==> src/hdl/ipc_pkg.sv <==
// shared types and constants for the ipv4 packet classifier
// no dependencies; used by every module of the block but ipc_checker
package ipc_pkg;

	localparam int BEAT_BITS            = 512;
	localparam int WORD_BITS            = 64;
	localparam int NUM_WORDS            = 8;
	localparam int ADDR_BITS            = 32;
	localparam int HEADER_OFFSET_BITS_DEF = 112;
	localparam int QUEUE_DEPTH_DEF      = 4;

	// header layout, bit offsets from the header start
	localparam int VERSION_POS = 4;
	localparam int PROTO_POS   = 72;
	localparam int DEST_POS    = 128;
	localparam int CSUM_WORDS  = 10;
	localparam int CSUM_HALF   = CSUM_WORDS / 2;
	localparam int HALF_SUM_BITS = 19;
	localparam int SUM_BITS    = 20;

	localparam logic [3:0] IPV4_VERSION = 4'd4;
	localparam logic [7:0] PROTO_UDP    = 8'd17;
	localparam logic [7:0] PROTO_ICMP   = 8'd1;
	localparam logic       PORT_UDP     = 1'b0;
	localparam logic       PORT_ICMP    = 1'b1;

	typedef struct packed {
		logic                 port;
		logic [BEAT_BITS-1:0] data;
		logic                 last;
	} fwd_word_t;

endpackage

==> src/hdl/ipc_front.sv <==
// front end: header parse, checksum, route decision per frame
// depends on ipc_pkg; feeds ipc_queue
module ipc_front #(
	parameter int HEADER_OFFSET_BITS = ipc_pkg::HEADER_OFFSET_BITS_DEF
) (
	input  logic                          clk,
	input  logic                          arst_n,
	input  logic                          in_valid,
	output logic                          in_ready,
	input  logic [ipc_pkg::BEAT_BITS-1:0] beat,
	input  logic                          frame_end,
	input  logic [ipc_pkg::ADDR_BITS-1:0] local_address,
	output logic                          push_valid,
	output ipc_pkg::fwd_word_t            push_word,
	input  logic                          queue_full
);

	logic                               first_q;
	logic                               s1_valid_q;
	logic [ipc_pkg::BEAT_BITS-1:0]      beat_s1;
	logic                               end_s1;
	logic                               first_s1;
	logic                               ver_ok_s1;
	logic                               dest_ok_s1;
	logic [7:0]                         proto_s1;
	logic [ipc_pkg::HALF_SUM_BITS-1:0]  sum_a_s1;
	logic [ipc_pkg::HALF_SUM_BITS-1:0]  sum_b_s1;
	logic                               route_fwd_q;
	logic                               route_port_q;

	logic [ipc_pkg::HALF_SUM_BITS-1:0]  sum_a;
	logic [ipc_pkg::HALF_SUM_BITS-1:0]  sum_b;
	logic [ipc_pkg::SUM_BITS-1:0]       sum_all;
	logic [16:0]                        fold1;
	logic [16:0]                        fold2;
	logic                               csum_ok;
	logic                               proto_known;
	logic                               hdr_fwd;
	logic                               fwd;
	logic                               port;
	logic                               s1_adv;
	logic                               in_accept;

	// two partial sums of the ten header halfwords
	always_comb begin
		sum_a = '0;
		sum_b = '0;
		for (int i = 0; i < ipc_pkg::CSUM_HALF; i++) begin
			sum_a = sum_a + ipc_pkg::HALF_SUM_BITS'(beat[HEADER_OFFSET_BITS + 16*i +: 16]);
			sum_b = sum_b + ipc_pkg::HALF_SUM_BITS'(
				beat[HEADER_OFFSET_BITS + 16*(i + ipc_pkg::CSUM_HALF) +: 16]);
		end
	end

	assign in_accept = in_valid && in_ready;

	// first beat tracking depends only on frame_end
	always_ff @(posedge clk or negedge arst_n) begin
		if (!arst_n) begin
			first_q    <= 1'b1;
			s1_valid_q <= 1'b0;
		end else begin
			if (in_accept)
				first_q <= frame_end;
			if (in_ready)
				s1_valid_q <= in_valid;
		end
	end

	always_ff @(posedge clk) begin
		if (in_accept) begin
			beat_s1    <= beat;
			end_s1     <= frame_end;
			first_s1   <= first_q;
			ver_ok_s1  <= beat[HEADER_OFFSET_BITS + ipc_pkg::VERSION_POS +: 4]
				== ipc_pkg::IPV4_VERSION;
			dest_ok_s1 <= beat[HEADER_OFFSET_BITS + ipc_pkg::DEST_POS +: ipc_pkg::ADDR_BITS]
				== local_address;
			proto_s1   <= beat[HEADER_OFFSET_BITS + ipc_pkg::PROTO_POS +: 8];
			sum_a_s1   <= sum_a;
			sum_b_s1   <= sum_b;
		end
	end

	// ones-complement fold: two end-around carries always suffice here
	assign sum_all = ipc_pkg::SUM_BITS'(sum_a_s1) + ipc_pkg::SUM_BITS'(sum_b_s1);
	assign fold1   = 17'(sum_all[15:0]) + 17'(sum_all[19:16]);
	assign fold2   = 17'(fold1[15:0]) + 17'(fold1[16]);
	assign csum_ok = fold2 == 17'h0FFFF;

	assign proto_known = (proto_s1 == ipc_pkg::PROTO_UDP) || (proto_s1 == ipc_pkg::PROTO_ICMP);
	assign hdr_fwd     = ver_ok_s1 && dest_ok_s1 && csum_ok && proto_known;
	assign fwd  = first_s1 ? hdr_fwd : route_fwd_q;
	assign port = first_s1 ? ((proto_s1 == ipc_pkg::PROTO_ICMP) ? ipc_pkg::PORT_ICMP
		: ipc_pkg::PORT_UDP) : route_port_q;

	// dropped words leave at once, forwarded ones wait for queue space
	assign s1_adv     = s1_valid_q && (!fwd || !queue_full);
	assign in_ready   = !s1_valid_q || s1_adv;
	assign push_valid = s1_valid_q && fwd && !queue_full;

	assign push_word.port = port;
	assign push_word.data = beat_s1;
	assign push_word.last = end_s1;

	always_ff @(posedge clk or negedge arst_n) begin
		if (!arst_n) begin
			route_fwd_q  <= 1'b0;
			route_port_q <= ipc_pkg::PORT_UDP;
		end else if (s1_adv && first_s1) begin
			route_fwd_q  <= hdr_fwd;
			route_port_q <= port;
		end
	end

endmodule

==> src/hdl/ipc_queue.sv <==
// short word queue between the front end and the output stage
// depends on ipc_pkg
module ipc_queue #(
	parameter int DEPTH = ipc_pkg::QUEUE_DEPTH_DEF
) (
	input  logic               clk,
	input  logic               arst_n,
	input  logic               push_valid,
	input  ipc_pkg::fwd_word_t push_word,
	output logic               full,
	output logic               pop_valid,
	output ipc_pkg::fwd_word_t pop_word,
	input  logic               pop_ready
);

	localparam int AW = $clog2(DEPTH);
	localparam int CW = $clog2(DEPTH + 1);

	ipc_pkg::fwd_word_t mem_q [DEPTH];
	logic [AW-1:0]      wr_ptr_q;
	logic [AW-1:0]      rd_ptr_q;
	logic [CW-1:0]      count_q;
	logic               do_push;
	logic               do_pop;

	assign full      = count_q == CW'(DEPTH);
	assign pop_valid = count_q != '0;
	assign pop_word  = mem_q[rd_ptr_q];
	assign do_push   = push_valid && !full;
	assign do_pop    = pop_valid && pop_ready;

	always_ff @(posedge clk) begin
		if (do_push)
			mem_q[wr_ptr_q] <= push_word;
	end

	always_ff @(posedge clk or negedge arst_n) begin
		if (!arst_n) begin
			wr_ptr_q <= '0;
			rd_ptr_q <= '0;
			count_q  <= '0;
		end else begin
			if (do_push)
				wr_ptr_q <= (wr_ptr_q == AW'(DEPTH - 1)) ? '0 : wr_ptr_q + 1'b1;
			if (do_pop)
				rd_ptr_q <= (rd_ptr_q == AW'(DEPTH - 1)) ? '0 : rd_ptr_q + 1'b1;
			case ({do_push, do_pop})
				2'b10:   count_q <= count_q + 1'b1;
				2'b01:   count_q <= count_q - 1'b1;
				default: count_q <= count_q;
			endcase
		end
	end

endmodule

==> src/hdl/ipc_back.sv <==
// output register stage for forwarded words
// depends on ipc_pkg; drains ipc_queue
module ipc_back (
	input  logic               clk,
	input  logic               arst_n,
	input  logic               pop_valid,
	input  ipc_pkg::fwd_word_t pop_word,
	output logic               pop_ready,
	output logic               out_valid,
	input  logic               out_ready,
	output ipc_pkg::fwd_word_t out_word
);

	logic               out_valid_q;
	ipc_pkg::fwd_word_t out_word_q;
	logic               load;

	assign pop_ready = !out_valid_q || out_ready;
	assign load      = pop_valid && pop_ready;

	always_ff @(posedge clk or negedge arst_n) begin
		if (!arst_n)
			out_valid_q <= 1'b0;
		else if (pop_ready)
			out_valid_q <= pop_valid;
	end

	always_ff @(posedge clk) begin
		if (load)
			out_word_q <= pop_word;
	end

	assign out_valid = out_valid_q;
	assign out_word  = out_word_q;

endmodule

==> src/hdl/ipv4_packet_classifier.sv <==
// ipv4 header check and udp/icmp demux for 512-bit frame beats
// an accepted beat passes the parse register, the queue and the output register before out_valid rises
// throughput: one beat per cycle while the queue is not full; a 4-word queue decouples the front end from the output
// dropped beats leave the parse stage without using queue space
// reset (arst_n low) empties all stages, clears local_address and waits for a first beat
// depends on ipc_pkg, ipc_front, ipc_queue, ipc_back
module ipv4_packet_classifier #(
	parameter int HEADER_OFFSET_BITS = ipc_pkg::HEADER_OFFSET_BITS_DEF,
	parameter int QUEUE_DEPTH        = ipc_pkg::QUEUE_DEPTH_DEF
) (
	input  logic        clk,
	input  logic        arst_n,
	input  logic        cfg_valid,
	output logic        cfg_ready,
	input  logic [31:0] local_address,
	input  logic        in_valid,
	output logic        in_ready,
	input  logic [63:0] beat_word_0,
	input  logic [63:0] beat_word_1,
	input  logic [63:0] beat_word_2,
	input  logic [63:0] beat_word_3,
	input  logic [63:0] beat_word_4,
	input  logic [63:0] beat_word_5,
	input  logic [63:0] beat_word_6,
	input  logic [63:0] beat_word_7,
	input  logic        frame_end,
	output logic        out_valid,
	input  logic        out_ready,
	output logic        target_port,
	output logic [63:0] out_word_0,
	output logic [63:0] out_word_1,
	output logic [63:0] out_word_2,
	output logic [63:0] out_word_3,
	output logic [63:0] out_word_4,
	output logic [63:0] out_word_5,
	output logic [63:0] out_word_6,
	output logic [63:0] out_word_7,
	output logic        out_end
);

	logic [ipc_pkg::ADDR_BITS-1:0] local_address_q;
	logic [ipc_pkg::BEAT_BITS-1:0] beat;
	logic                          push_valid;
	ipc_pkg::fwd_word_t            push_word;
	logic                          queue_full;
	logic                          pop_valid;
	ipc_pkg::fwd_word_t            pop_word;
	logic                          pop_ready;
	ipc_pkg::fwd_word_t            out_word;

	assign cfg_ready = 1'b1;

	always_ff @(posedge clk or negedge arst_n) begin
		if (!arst_n)
			local_address_q <= '0;
		else if (cfg_valid)
			local_address_q <= local_address;
	end

	assign beat = {beat_word_7, beat_word_6, beat_word_5, beat_word_4,
		beat_word_3, beat_word_2, beat_word_1, beat_word_0};

	ipc_front #(
		.HEADER_OFFSET_BITS(HEADER_OFFSET_BITS)
	) u_front (
		.clk          (clk),
		.arst_n       (arst_n),
		.in_valid     (in_valid),
		.in_ready     (in_ready),
		.beat         (beat),
		.frame_end    (frame_end),
		.local_address(local_address_q),
		.push_valid   (push_valid),
		.push_word    (push_word),
		.queue_full   (queue_full)
	);

	ipc_queue #(
		.DEPTH(QUEUE_DEPTH)
	) u_queue (
		.clk       (clk),
		.arst_n    (arst_n),
		.push_valid(push_valid),
		.push_word (push_word),
		.full      (queue_full),
		.pop_valid (pop_valid),
		.pop_word  (pop_word),
		.pop_ready (pop_ready)
	);

	ipc_back u_back (
		.clk      (clk),
		.arst_n   (arst_n),
		.pop_valid(pop_valid),
		.pop_word (pop_word),
		.pop_ready(pop_ready),
		.out_valid(out_valid),
		.out_ready(out_ready),
		.out_word (out_word)
	);

	assign target_port = out_word.port;
	assign out_end     = out_word.last;
	assign out_word_0  = out_word.data[0*ipc_pkg::WORD_BITS +: ipc_pkg::WORD_BITS];
	assign out_word_1  = out_word.data[1*ipc_pkg::WORD_BITS +: ipc_pkg::WORD_BITS];
	assign out_word_2  = out_word.data[2*ipc_pkg::WORD_BITS +: ipc_pkg::WORD_BITS];
	assign out_word_3  = out_word.data[3*ipc_pkg::WORD_BITS +: ipc_pkg::WORD_BITS];
	assign out_word_4  = out_word.data[4*ipc_pkg::WORD_BITS +: ipc_pkg::WORD_BITS];
	assign out_word_5  = out_word.data[5*ipc_pkg::WORD_BITS +: ipc_pkg::WORD_BITS];
	assign out_word_6  = out_word.data[6*ipc_pkg::WORD_BITS +: ipc_pkg::WORD_BITS];
	assign out_word_7  = out_word.data[7*ipc_pkg::WORD_BITS +: ipc_pkg::WORD_BITS];

endmodule

==> config.mk <==
export PLATFORM = sky130hd
export DESIGN_NAME = ipv4_packet_classifier
export DESIGN_NICKNAME = d
export VERILOG_FILES = /design/src/hdl/ipc_pkg.sv /design/src/hdl/ipc_front.sv /design/src/hdl/ipc_queue.sv /design/src/hdl/ipc_back.sv /design/src/hdl/ipv4_packet_classifier.sv
export SDC_FILE = /design/constraint.sdc
export NUM_CORES = 2
export LEC_CHECK = 0
export ABC_CLOCK_PERIOD_IN_PS = 51800
export CORE_MARGIN = 3
export CORE_UTILIZATION = 50
export DETAILED_ROUTE_END_ITERATION = 8
export DONT_BUFFER_PORTS = 1
export PLACE_DENSITY = 0.7
export SETUP_SLACK_MARGIN = 0.2
export SLEW_MARGIN = 0
export SYNTH_ARGS = -nofsm -noshare
export SYNTH_HDL_FRONTEND = slang
export SYNTH_HIERARCHICAL = 1
export SYNTH_SLANG_ARGS = --single-unit
==> constraint.sdc <==
create_clock -name clk -period 51.8 [get_ports clk]
set_input_delay 0 -clock clk [delete_from_list [all_inputs] [get_ports clk]]
set_output_delay 0 -clock clk [all_outputs]
set_load 0.02 [all_outputs]
==> metrics.txt <==
cell taking the most area after synthesis edfxtp_1; GRT Util Overall 25.3%; Post-Synth Adder-Cell Area 2.48%; RSZ-0062 raised after global routing false; Worst setup SP type register; Die Y 483 um; DRC viols 0; worst path bufs/invs 6; vias in the first global route 55800; worst setup path category register to register; Async S/R FF share, synth 1.39%; clk slew on worst S/H paths 0.06 ns; Tightest Pin Transition 1.22 ns; via count 53600; largest net degree at the start of global routing 149; Filler cells 14500; slew margin rel. 18.7%; Synth Cell Area 114000 um2; Post-CTS Setup Bufs 0; max-slew violation count 0; design area 139000 um2; Max IR drop VDD 0.0000358 V; GR Overflow Total 0; CTS tree built; antenna violations before repair 23; Hold Vio Cnt, Final 0; Max-Cap Viols 0; post-cts resize count 0; leakage 45.5 nW; Fin Setup TNS 0 ns; Skew-Pair Late Insertion Delay 0.99 ns; Die ar. 233000 um2; Synth Register Bits 3168; Setup WS pre-CTS 39.91 ns; CP max stage delay 0.90 ns; starting density of the core 50.4%; Final Non-Filler Cells 9089; total core area 225000 um2; Final Power 7.56 mW; first-pass GRT wire length 419 mm; Crit Path Max Fanout 65; synthesized area per cell 25.4 um2; gpl congestion 0.817; Netlist cell types 73; Synth Area in Simple Gates 0.848%; Worst Path Arrival 12.40 ns; H-tree depth 5; Max Fclk 84.0 MHz; top_reg_cell synth edfxtp_1; crit path time final 11.90 ns; status finished clean; Worst Hold Class input port to register; final setup slack of the worst path 39.90 ns; CTS Sinks 3168; synth top area cells edfxtp_1 83%, mux4_2 10%, fa_1 1.7%; PD cells 54.6 nW/um2; layout cells sized above 1 18.2%; Ys Warns 6; post-route ant nets 0; Final setup viols 0; Top Ports 1067; Vias/cell 5.90; Final nets 6555; total routed wirelength 299 mm; compound-gate portion of the synthesized area 0.901%; total nets after synthesis 5189; Root Driver clkbuf_16; area delta synth->final 22.0%; Layout Utilization 61.5%; hold-fix buffers at CTS 1101; First-pass DRT Iterations 5; placed cell area 117000 um2; commonest non-fill, non-tap cell in the layout edfxtp_1; num rows 174; cells after synthesis 4473; Post-synth EDFFs 3124; Post-Place Cells 7403; drt wl/cell 32.8 um; mux cell area share after synthesis 10.7%; total CTS buffers 325; post-synth top area share 82.6%; post-synthesis sequential area ratio 83.6%; Clock Tree Buf Depth 4; commonest non-fill, non-tap cells in the layout 3124 x edfxtp_1, 1098 x dlygate4sd3_1, 514 x mux4_2; Required @ worst endpoint 52.30 ns; Hold WS 0.0992 ns; crit path max-delay cell type buf_4; DP HPWL 163 mm; I/O Buffers 0; crit end category register; DIE WIDTH 483 um; largest family of logic cells by synthesized area multiplexers; 1st-iter DRT viols 6836; Period Utilization, post-route 23.0%; CP top delay family simple AND/OR/NAND/NOR gates; Max Clock Skew 0.135 ns; xor and xnor fraction of the mapped netlist area 0.571%
[synth_stat cells (3+ instances only)]
cell,instances
a2111oi_0,3
a2111oi_4,3
a211oi_1,8
a21boi_0,7
a21o_1,15
a21oi_1,29
a21oi_2,3
a31oi_1,3
and2_1,9
and3_1,7
buf_12,3
buf_2,76
buf_4,3
buf_6,29
clkbuf_1,14
dfrtp_1,43
edfxtp_1,3124
fa_1,97
ha_1,69
inv_1,63
mux2_2,7
mux2_4,30
mux2i_1,3
mux4_2,514
nand2_1,30
nand2b_1,7
nand3_1,13
nand3b_1,3
nand4_1,4
nor2_1,45
nor2b_1,10
nor3_1,18
nor3b_1,3
nor4_1,12
o2111ai_1,4
o21ai_0,37
o21bai_1,4
o41ai_1,3
or3_1,3
xnor2_1,31
xor2_1,43
[metal layers]
layer / vias up / global-route usage [%] / routed length (um)
li1: 21500 / - / -
met1: 27900 / 31.5 / 103000
met2: 3621 / 42.5 / 151000
met3: 608 / 7.06 / 31300
met4: 8 / 9.93 / 13400
met5: - / 0 / 40
[final timing paths]
kind,start,end,slack (ns),depth (start not counted)
max in group asynchronous,arst_n,u_front/first_q,51.25,4
min reg2reg,u_front/beat_s1[170],u_queue/mem_q[0][171],0.44,0
min,beat_word_2[42],u_front/sum_a_s1[10],0.1,4
max,u_front/sum_a_s1[0],u_queue/mem_q[1][403],39.90,36
max reg2reg,u_front/sum_a_s1[0],u_queue/mem_q[1][403],39.90,36
min in group asynchronous,arst_n,local_address_q[28],0.21,4
[state kept, by name, indices dropped and copies added, names as in the netlist]
register,cells
local_address_q,32
u_back/out_valid,1
u_back/out_word,514
u_front/beat_s1,512
u_front/dest_ok_s1,1
u_front/end_s1,1
u_front/first_q,1
u_front/first_s1,1
u_front/route_fwd_q,1
u_front/route_port_q,1
u_front/s1_valid_q,1
u_front/sum_a_s1,19
u_front/sum_b_s1,19
u_front/ver_ok_s1,1
u_queue/count_q,3
u_queue/mem_q,2056
u_queue/rd_ptr_q,2
u_queue/wr_ptr_q,2
[worst reg2reg max path: cells and delay by family (launching register included)]
family,cells,cell delay (ns)
compound gates,10,2.17
fa+ha+maj,7,1.74
simple gates,12,3.43
flops,1,0.32
buf+inv,6,3.55
xor+xnor,1,0.21
[where the power goes]
part / switching (mW) / internal, mW
combinational: 0.814 / 0.623
sequential: 0.481 / 3.29
clock: 0.999 / 1.35
[final cells by class]
cell class	instances	area [um2]	area share [%]
timing repair buffer	1164	11600	8.39
multi-input combinational	1117	17600	12.7
tap	2992	3740	2.70
clock inverter	180	1960	1.41
sequential	3168	94900	68.5
clock buffer	386	8430	6.08
antenna	19	47.5	0.0343
inverter	63	236	0.171
[kinds of logic after synthesis]
kind of cell    after synthesis
flops                      3168
fa+ha+maj                   167
compound gates              140
xor+xnor                     74
buf+inv                     188
simple gates                181
other cells                   1
mux                         554
Power figures use the tool's default switching activity.
